**src/rtl/htdr_pkg.sv**
```systemverilog
`default_nettype none

package htdr_pkg;

   // Table geometry: slot index is the low key bits
   localparam int INDEX_W = 16;
   localparam int ENTRIES = 1 << INDEX_W;

   localparam logic [30:0] MATE_BOUND_RESET = 31'd31000;

   // Request modes
   localparam logic [2:0] MODE_STORE        = 3'd0;
   localparam logic [2:0] MODE_PROBE_SEARCH = 3'd1;
   localparam logic [2:0] MODE_PROBE_EVAL   = 3'd2;
   localparam logic [2:0] MODE_PROBE_RAW    = 3'd3;
   localparam logic [2:0] MODE_CLEAR        = 3'd4;

   localparam logic [1:0] KIND_EXACT = 2'd0;

   // Replacement bias: new depth + DEPTH_BONUS + PV_BONUS*pv > old depth - AGE_MARGIN
   localparam int DEPTH_BONUS = 7;
   localparam int PV_BONUS    = 2;
   localparam int AGE_MARGIN  = 4;

   typedef struct packed {
      logic [63:0]        key;
      logic signed [15:0] depth;
      logic signed [31:0] score;
      logic [1:0]         kind;
      logic [15:0]        move;
   } entry_type;

   typedef enum logic [1:0] {
      ST_IDLE,
      ST_EVAL,
      ST_CLEAR
   } state_type;

   // Commands from controller to datapath
   typedef struct packed {
      logic accept;
      logic commit;
      logic clear_step;
   } ctrl_type;

   // Status from datapath to controller
   typedef struct packed {
      logic is_clear;
      logic rsp_free;
      logic clear_last;
   } status_type;

endpackage

`default_nettype wire

```
**src/rtl/htdr_ctrl.sv**
```systemverilog
`default_nettype none

module htdr_ctrl
   import htdr_pkg::*;
(
   input  wire logic       clock,
   input  wire logic       reset,
   input  wire logic       req_valid,
   output logic            req_stall,
   input  wire status_type status,
   output ctrl_type        ctrl
);

   state_type state_ff;
   state_type state_in;

   // Hold state; start with a clearing sweep after reset
   always_ff @(posedge clock) begin
      if (reset) begin
         state_ff <= ST_CLEAR;
      end else begin
         state_ff <= state_in;
      end
   end

   // Sequence: take a request, evaluate the slot, sweep on clear
   always_comb begin
      state_in        = state_ff;
      ctrl            = '0;
      req_stall       = 1'b1;
      unique case (state_ff)
         ST_IDLE: begin
            req_stall   = 1'b0;
            ctrl.accept = req_valid;
            if (req_valid) begin
               state_in = ST_EVAL;
            end
         end
         ST_EVAL: begin
            if (status.rsp_free) begin
               ctrl.commit = 1'b1;
               state_in    = status.is_clear ? ST_CLEAR : ST_IDLE;
            end
         end
         ST_CLEAR: begin
            ctrl.clear_step = 1'b1;
            if (status.clear_last) begin
               state_in = ST_IDLE;
            end
         end
         default: begin
            state_in = ST_IDLE;
         end
      endcase
   end

endmodule

`default_nettype wire

```
**config.mk**
```make
export PLATFORM = sky130hd
export DESIGN_NAME = htdr_ctrl
export DESIGN_NICKNAME = d
export VERILOG_FILES = /design/src/rtl/htdr_pkg.sv /design/src/rtl/htdr_ctrl.sv
export SDC_FILE = /design/constraint.sdc
export NUM_CORES = 1
export LEC_CHECK = 0
export ABC_CLOCK_PERIOD_IN_PS = 1200
export BUFFER_PORTS_ARGS = -buffer_cell sky130_fd_sc_hd__buf_2
export CAP_MARGIN = 10
export CORE_AREA = 10 10 47 49
export CTS_CLUSTER_DIAMETER = 80
export DETAILED_ROUTE_END_ITERATION = 12
export DIE_AREA = 0 0 57 59
export GPL_TIMING_DRIVEN = 1
export PLACE_DENSITY = 0.32
export SLEW_MARGIN = 10
export SYNTH_ARGS = -nofsm -noshare
export SYNTH_HDL_FRONTEND = slang
export SYNTH_SLANG_ARGS = --single-unit
```
**constraint.sdc**
```tcl
create_clock -name clock -period 1.2 [get_ports clock]
set_input_delay 0.3 -clock clock [delete_from_list [all_inputs] [get_ports clock]]
set_output_delay 0.3 -clock clock [all_outputs]
set_load 0.02 [all_outputs]
```
# [Word-level counts from Yosys, hierarchy flattened]
# Index checks and enable logic that the tools add are counted.
[totals] reg_bits=2 inputBits=6
[classes] n_eq_ne=5 reduce_logical=2 n_mux=10
[op_table] cell="$mux 2" n=4
[op_table] cell="$ne 2x2->1 const B" n=3
[op_table] cell="$pmux 2 s3" n=1
[op_table] cell="$mux 1" n=5
[op_table] cell="$reduce_and 3->1" n=1
[op_table] cell="$eq 2x1->1 const B" n=1
[op_table] cell="$eq 2x2->1 const B" n=1
[op_table] cell="$logic_not 2->1" n=1

# [Depth between registers and ports, before layout]
# Gate-level depths: netlist of run 1.
[depth] ltp_word=3 ltp_mapped=2 depth_no_buf=2

# [Worst setup path before layout of run 1]
# OpenSTA, ideal clock, no wires.
[synth_path] path_kind="flip-flop to output port" startpoint="register state_ff[1]" endpoint="output ctrl[2] (netlist name)" setup_slack_ps=-43 path_stages_with_launch=3 t_arrival_ps=943 n_path_buf=0 t_required_ps=900 cell_sequence="dfxtp_1 -> or2_1 -> nor2_1"
[synth_lines] item="start: declaration" line_no="htdr_ctrl.sv:14" rtl="state_type state_ff;"
[synth_lines] item="start signal: assignment" line_no="htdr_ctrl.sv:22" rtl="state_ff <= state_in;"
[synth_lines] item="end: declaration" line_no="htdr_ctrl.sv:11" rtl="output ctrl_type ctrl"

==> results of run 1 <==
## where the power goes
part	internal [mW]	total [mW]	switching (mW)	leakage (nW)
logic	0.0313	0.0610	0.0297	0.0797
clock network	0.110	0.148	0.0374	0.0138
registers	0.0707	0.0759	0.00519	0.0172
## Yosys cell counts
cell type  count
a211oi_1       1
nor2_1         2
a211o_1        1
nand2b_1       2
or2_1          1
inv_1          2
nand2_1        1
nor2b_1        1
and4b_1        1
dfxtp_1        2
## cell type report
cell class / instances / area [µm²]
inverters: 2 / 7.507
fillers: 167 / 1169
flip-flops and latches: 2 / 45.04
well taps: 16 / 20.02
clock buffers: 3 / 22.52
multi-input cells: 10 / 75.07
repair buffers: 9 / 62.56
## stage by stage
step	util (%)	cell area (µm²)	worst slack (ns)	hold WS [ns]
after detailed placement	12.68	177.7	0.07583	0.4957
after global placement	12.68	177.7	0.1037	0.4629
after global routing	16.61	232.7	-0.1715	0.2601
after CTS	15.63	219.0	-0.1391	0.2623
final	16.61	232.7	-0.1144	0.2730
after floorplan	-	112.6	0.03825	0.3728
## critical path, cell delays in order, from the launching register on
cell,delay [ns]
dfxtp_2,0.33
or2_4,0.27
nor2_4,0.08
buf_6,0.12
## cell families (layout without fill, tap and decap cells)
family,count (synthesis),in the layout,share of synthesized area [%]
AOI/OAI and AO/OA,2,2,14.78
DFF,2,2,36.37
buffers and inverters,2,14,6.821
and+or+nand+nor,8,8,42.05
## metal layers
layer,global-route usage (%),up-vias,share of wire [%]
li1,-,72,-
met1,3.901,57,57
met2,2.326,12,28
met3,4.292,0,15
met4,2.013,0,0
met5,0,-,0
## what timing repair did
item	CTS	global route
resized for setup	7	5
pin swaps	1	2
setup endpoints to repair	4	4
buffers inserted	0	0
## path summary, 6_finish.rpt
path	endpoint	slack, ns	cells past startpoint
worst min-delay path	state_ff[0]	0.27	2
worst max-delay path	ctrl[2]	-0.11	3
worst max register to register	state_ff[1]	0.26	2
worst min register to register	state_ff[0]	0.46	1
==> metrics.cfg, run 1 <==
[sta]
relSlewSlack_pct=83.82
rsz0062_at_grt=true
setup_violations=3
tns_ns=-0.1849
slew_viol_final=0
timing.final.crit_share_pct=109.5
hold_viol=0
setup_ws_ns=-0.1144
fmax_ghz=0.7608
skew_ns=0.002735
tightest_slew_ns=0.2413
fin_crit_ns=1.314

[place]
gp_congestion=0.5959
portBuffers=9
dpl.hpwl_um=374.1
dp_cells=39

[route]
drt-pass1-iter-count=2
drt-wirelength-per-cell_um=10.62
drtIter0Drc=1
drc=0
drt-total-wl_um=446
antenna_left=0
via_count=141
vias_per_cell=3.357

[global_routing]
grt_usage_pct=3.192
grt_pass1_vias=161
grt_pass1_wl_um=752
gr-total-overflow=0
antenna_found_initial=0
grt_max_degree=7

[critical_path]
cp-startpoint=state_ff[1]
reg2reg_from=state_ff[1]
end_kind=output pin
worstPathArrival_ns=1.01
path_max_fanout=5
required_ns=0.90
crit_type=flop to output pin
start_kind=flop

[layout]
largest_registers=state_ff: 2 flops
nets=34
drive_gt1_share_pct=65.38
instances_no_fill=42
final_cell_mix=buf_2 (5), clkbuf_4 (3)
top_register=state_ff
layout.cells.most_common=buf_2
largest_register_ffs=2
antenna_cells=0
syn2layout_area_growth_pct=111.4

[pwr]
power_mw=0.2844
p_leak_nw=0.1107
irDropWorstVdd_v=0.0004573
cellPowerDensity_mw_per_mm2=1222

[synth]
yosys_warnings=0
ys_top_cells_by_area=dfxtp_1 (36%), nand2b_1 (11%), and4b_1 (9.1%)
syn_avg_cell_area_um2=7.865
synth_area_um2=110.1
ys_types=10
ys_seq_area_share_pct=36.36
yosysTopAreaCellShare_pct=36.36
synth_fp_nets=20
synth_top_area_cell=dfxtp_1
ys_ff_latch=2
netlist_instances=14

[clock_network]
clock_path_buffers=2
clock-sinks=2
clk_pin_slew_ns=0.03
htreeDepth=1
clock_latency_ns=0.22
cts_buffers=3
cts_root_buf=clkbuf_4
cts_hold_buf=0
cts_tree=yes

[outcome]
status=finished with violations
violations=negative setup slack

[floorplanning]
boundaryPins=10
fp.dieH_um=59
core_area_mm2=0.001401
initial_core_util_pct=7.857
rows=14
dieArea_mm2=0.003363
die_x_um=57

[job]
maxCapViolCount=0

[hold_path]
hp-start=reset
hold_path.class=input port to flop

(Power assumes the default switching activity.)
==> run 2: changes to the inputs <==
BUFFER_PORTS_ARGS = default   (was -buffer_cell sky130_fd_sc_hd__buf_2)
DONT_BUFFER_PORTS = 1   (was default)
PLACE_DENSITY = 0.3   (was 0.32)
==> run 2 against run 1 <==
The flow still finishes with violations (negative setup slack). Count of clock-buffer cells in the layout stayed put. Clock power about the same. Die area is the same. Non-clock buffer count fell by 4. Global-route usage rose by 0.17 points. Clock skew is 0.00071 ns higher. Largest cell class unchanged.
==> metrics.cfg, run 2 (synthesized netlist as in run 1, its figures left out) <==
[floorplanning]
initial_core_util_pct=7.857  ; unchanged
rows=14  ; unchanged
die_x_um=57  ; unchanged
dieArea_mm2=0.003363  ; unchanged
core_area_mm2=0.001401  ; unchanged
fp.dieH_um=59  ; unchanged
boundaryPins=10  ; unchanged

[route]
antenna_left=0  ; unchanged
vias_per_cell=3.368  ; +0.34%
drt-total-wl_um=444  ; -0.45%
drt-pass1-iter-count=1  ; -1
drtIter0Drc=0  ; -1
drt-wirelength-per-cell_um=11.68  ; +10%
via_count=128  ; -9.2%
drc=0  ; unchanged

[layout]
layout.cells.most_common=buf_4
multiInputGateArea_um2=72.57  ; -3.3%
register_area_um2=42.54  ; -5.6%
n_fill_cell=165  ; -1.2%
drive_gt1_share_pct=54.55  ; -11 points
nets=30  ; -12%
largest_register_ffs=2  ; unchanged
top_register=state_ff
syn2layout_area_growth_pct=87.50
instances_no_fill=38  ; -9.5%
antenna_cells=0  ; unchanged
largest_registers=state_ff: 2 flops
postLayoutCellArea_um2=206.4  ; -11%
final_cell_mix=buf_4 (4), clkbuf_4 (3), inv_1 (2), nand2b_1 (2), dfxtp_2 (2)

[clock_network]
cts_root_buf=clkbuf_4
clk_pin_slew_ns=0.03  ; about the same
clock-sinks=2  ; unchanged
htreeDepth=1  ; unchanged
cts_buffers=3  ; unchanged
cts_hold_buf=0  ; unchanged
clock_latency_ns=0.22  ; about the same
clock_path_buffers=2  ; unchanged
cts_tree=yes

[pwr]
irDropWorstVdd_v=0.0004201  ; -8.2%
cellPowerDensity_mw_per_mm2=1342  ; +9.8%
p_clk_share_pct=53.6  ; +1.7 points
p_comb_share_pct=18.8  ; -2.6 points
sequentialPowerShare_pct=27.6  ; +0.9 points
swShare_pct=24.54  ; -0.86 points
p_leak_nw=0.09389  ; -15%
internal_power_mw=0.2091  ; -1.5%
switchingPower_mw=0.06798  ; -5.9%

[hold_path]
hold_path.class=input port to flop
hp-start=reset

[sta]
fmax_ghz=0.7921  ; +4.1%
setup_ws_ns=-0.06243  ; +0.05193 ns
fin_crit_ns=1.262  ; -0.05193 ns
timing.final.crit_share_pct=105.2  ; -4.3 points
tns_ns=-0.1181  ; +0.06680 ns
rsz0062_at_grt=true
skew_ns=0.003446  ; +0.0007115 ns
hold_viol=0  ; unchanged
setup_violations=3  ; unchanged
tightest_slew_ns=0.1914  ; -0.04987 ns
relSlewSlack_pct=87.16  ; +3.3 points
hold_slack_ns=0.1462  ; -0.1268 ns
slew_viol_final=0  ; unchanged

[global_routing]
grt_pass1_vias=158  ; -1.9%
use_met1_pct=2.482  ; -1.4 points
gr-total-overflow=0  ; unchanged
top_usage_layer=met3
grt_pass1_wl_um=752  ; unchanged
grt_use_met3_pct=5.579  ; +1.3 points
grt_max_degree=6  ; -1
antenna_found_initial=0  ; unchanged
grt_usage_pct=3.365  ; +0.17 points
use_met2_pct=3.411  ; +1.1 points

[outcome]
violations=negative setup slack
status=finished with violations

[critical_path]
crit_type=flop to output pin
required_ns=0.90  ; about the same
path_max_fanout=4  ; -1
start_kind=flop
end_kind=output pin
worstPathArrival_ns=0.96  ; -0.05 ns
reg2reg_from=state_ff[1]
cp-startpoint=state_ff[1]

[place]
portBuffers=0  ; -9
gp_congestion=0.5941  ; -0.30%
place_area_um2=155.1  ; -13%
dp_cells=33  ; -15%
dpl_worst_slack_ns=0.08632  ; +0.01048 ns

[job]
maxCapViolCount=0  ; unchanged

[run 2: cell types whose count changed in the layout (fill, tap and decap cells not counted), sizes merged]
| cell | previous run | this run |
|---|---|---|
| buf | 9 | 5 |
[run 2: layout make-up]
type,instances,area share [%]
well taps,16,9.697
repair buffers,5,20.00
multi-input cells,10,35.15
inverters,2,3.636
clock buffers,3,10.91
flip-flops and latches,2,20.61
[run 2: final timing paths]
path	to	slack, ns	cells after the start
min	state_ff[0]	0.15	1
max reg2reg	state_ff[1]	0.19	3
min reg2reg	state_ff[0]	0.53	2
max	ctrl[2]	-0.06	2
[run 2: what timing repair did]
item                                    4_1_cts  5_1_grt
endpoints found under the setup margin        4        4
gates resized for setup                       5        0
setup buffers                                 2        0
pin swaps                                     1        0
[run 2: metal layers]
layer	share of wire, %	up-vias
met1	39	53
met4	1.4	0
met3	28	2
li1	-	62
met5	0	-
met2	31	11
[run 2: power groups by stage]
stage                     combinational [mW]  sequential, mW  clock [mW]
final                                 0.0522          0.0763       0.149
after detailed placement              0.0395          0.0765           0
after global routing                  0.0574          0.0773       0.172
after CTS                             0.0533          0.0763       0.158
after floorplan                       0.0263          0.0754           0
after global placement                0.0387          0.0760           0
[run 2: metrics by stage]
stage	utilization, %	power (mW)
floorplan	-	0.1016
global placement	11.07	0.1147
detailed placement	11.07	0.1160
CTS	14.73	0.2872
global route	14.73	0.3071
finish	14.73	0.2770
[run 2: worst max-delay path, cell delays in order (launching register included)]
cell     delay, ns
dfxtp_2       0.32
or2_4         0.27
nor2_4        0.15
==> run 3: changes to the inputs <==
ABC_CLOCK_PERIOD_IN_PS = 1040   (was 1200)
clock period = 1.04 ns   (was 1.2 ns; I/O delays follow)
==> run 3 against run 2 <==
The flow still finishes with violations (negative setup slack). Power up 22%. Sequential share of layout area down 2.8 points. Final cell count up 2.6%. Count of clock-buffer cells in the layout unchanged. Sequential power up 15%. Clock skew down 0.0021 ns. Die area unchanged. Routed wire length down 6.5%. Worst setup slack worse by 0.12 ns. Critical path type unchanged. Highest routed layer is now met3.
==> metrics.cfg, run 3 (synthesized netlist as in run 1, its figures left out) <==
[outcome]
status=finished with violations
violations=negative setup slack

[clock_network]
htreeDepth=1  ; unchanged
cts_buffers=3  ; unchanged
clock-sinks=2  ; unchanged
cts_root_buf=clkbuf_4
clk_pin_slew_ns=0.03  ; about the same
cts_tree=yes
clock_path_buffers=2  ; unchanged
clock_latency_ns=0.22  ; about the same

[layout]
syn2layout_area_growth_pct=117.0
drive_gt1_share_pct=69.57  ; +15 points
register_area_um2=42.54  ; unchanged
multiInputGateArea_um2=90.09  ; +24%
instances_no_fill=39  ; +2.6%
top_register=state_ff
largest_registers=state_ff: 2 flops
n_fill_cell=168  ; +1.8%
largest_register_ffs=2  ; unchanged
postLayoutCellArea_um2=239.0  ; +16%
final_cell_mix=clkbuf_4 (3), buf_6 (3), buf_4 (3)
antenna_cells=0  ; unchanged
nets=31  ; +3.3%

[route]
drt-wirelength-per-cell_um=10.64  ; -8.9%
vias_per_cell=3.154  ; -6.4%
drt-total-wl_um=415  ; -6.5%
drtIter0Drc=0  ; unchanged
drt-pass1-iter-count=1  ; unchanged
drc=0  ; unchanged
antenna_left=0  ; unchanged
via_count=123  ; -3.9%

[pwr]
p_leak_nw=0.1085  ; +16%
swShare_pct=25.26  ; +0.72 points
p_clk_share_pct=51.3  ; -2.3 points
irDropWorstVdd_v=0.0003746  ; -11%
cellPowerDensity_mw_per_mm2=1409  ; +5.0%
switchingPower_mw=0.08506  ; +25%
power_mw=0.3367  ; +22%
sequentialPowerShare_pct=26.2  ; -1.4 points
internal_power_mw=0.2516  ; +20%
p_comb_share_pct=22.6  ; +3.8 points

[critical_path]
reg2reg_from=state_ff[1]
timing.reg2reg.setup_slack_ns=-0.01  ; -0.20 ns
r2r_cells=4  ; +1
start_kind=flop
required_ns=0.78  ; -0.12 ns
r2r_end=state_ff[1]
crit_type=flop to output pin
end_kind=output pin
worstPathArrival_ns=0.97  ; about the same
path_max_fanout=4  ; unchanged

[floorplanning]
dieArea_mm2=0.003363  ; unchanged
die_x_um=57  ; unchanged
boundaryPins=10  ; unchanged
core_area_mm2=0.001401  ; unchanged
initial_core_util_pct=7.857  ; unchanged
fp.dieH_um=59  ; unchanged
rows=14  ; unchanged

[global_routing]
grt_max_degree=6  ; unchanged
antenna_found_initial=0  ; unchanged
gr-total-overflow=0  ; unchanged
grt_pass1_vias=169  ; +7.0%
grt_usage_pct=2.846  ; -0.52 points
grt_pass1_wl_um=669  ; -11%

[hold_path]
hp-start=reset
hold_end=state_ff[0]
min_delay_path_depth=1  ; unchanged
hold_path.class=input port to flop

[sta]
fmax_ghz=0.8158
fin_crit_ns=1.226
hold_viol=0  ; unchanged
setup_ws_ns=-0.1858  ; -0.1234 ns
skew_ns=0.001308  ; -0.002138 ns
relSlewSlack_pct=87.30  ; +0.14 points
slew_viol_final=0  ; unchanged
timing.final.crit_share_pct=117.9
setup_violations=5  ; +2
tightest_slew_ns=0.1893  ; -0.002086 ns
tns_ns=-0.5911  ; -0.4730 ns
rsz0062_at_grt=true

[place]
place_area_um2=162.7  ; +4.8%
dp_cells=33  ; unchanged
portBuffers=0  ; unchanged
gp_congestion=0.5980  ; +0.66%

[job]
maxCapViolCount=0  ; unchanged

run 3: changes by cell type in the layout (fill, tap and decap cells not counted):
cell | before | now
nand2_1 | 1 | 0
nor2_4 | 1 | 2
nor2b_1 | 1 | 0
buf_6 | 1 | 3
buf_4 | 4 | 3
nor2b_4 | 0 | 1
nand2_2 | 0 | 1
nor2_1 | 1 | 0
run 3: power groups by stage:
stage               registers [mW]  logic, mW  clock network (mW)
floorplan                   0.0873     0.0359                   0
global placement            0.0882     0.0501                   0
detailed placement          0.0891     0.0505                   0
CTS                         0.0880     0.0682               0.185
global route                0.0896     0.0818               0.199
finish                      0.0881     0.0759               0.173
run 3: per-layer routing:
metal  up-vias  global-route usage, %  share of wire, %
met5         -                      0                 0
met4         0                  4.027                 0
met3         0                  2.575                17
met2        10                  2.171                37
met1        49                  3.306                46
li1         64                      -                 -
run 3: how the worst max path moves through the flow:
stage / startpoint / end / cells after the start
after CTS: state_ff[1] / ctrl[2] / 2
final: state_ff[1] / ctrl[2] / 2
after floorplan: state_ff[1] / ctrl[2] / 2
after detailed placement: state_ff[1] / req_stall / 2
after global placement: state_ff[1] / req_stall / 2
after global routing: state_ff[1] / ctrl[0] / 3
run 3: critical path, stage by stage (launching register included):
cell     delay, ns
dfxtp_2       0.32
or2_4         0.27
nor2_4        0.15
run 3: area by class of cell:
| type | instances | share of cell area [%] |
|---|---|---|
| Inverter | 2 | 3.141 |
| Clock buffer | 3 | 9.424 |
| Timing Repair Buffer | 6 | 23.56 |
| Tap cell | 16 | 8.377 |
| Sequential cell | 2 | 17.80 |
| Multi-Input combinational cell | 10 | 37.70 |
run 3: repair_timing:
item | CTS | global route
pin swaps | 2 | 0
setup buffers | 3 | 0
hold buffers | 0 | 0
endpoints found under the setup margin | 4 | 5
gates resized for setup | 7 | 3
run 3: stage by stage:
stage                     hold WS, ns  util [%]  setup WS [ns]
after global placement         0.3366     11.61        0.03485
after floorplan                0.3328         -        0.03292
after detailed placement       0.3402     11.61        0.01940
after global routing          0.08765     17.05        -0.2261
final                          0.1040     17.05        -0.1858
after CTS                     0.09247     16.25        -0.1966
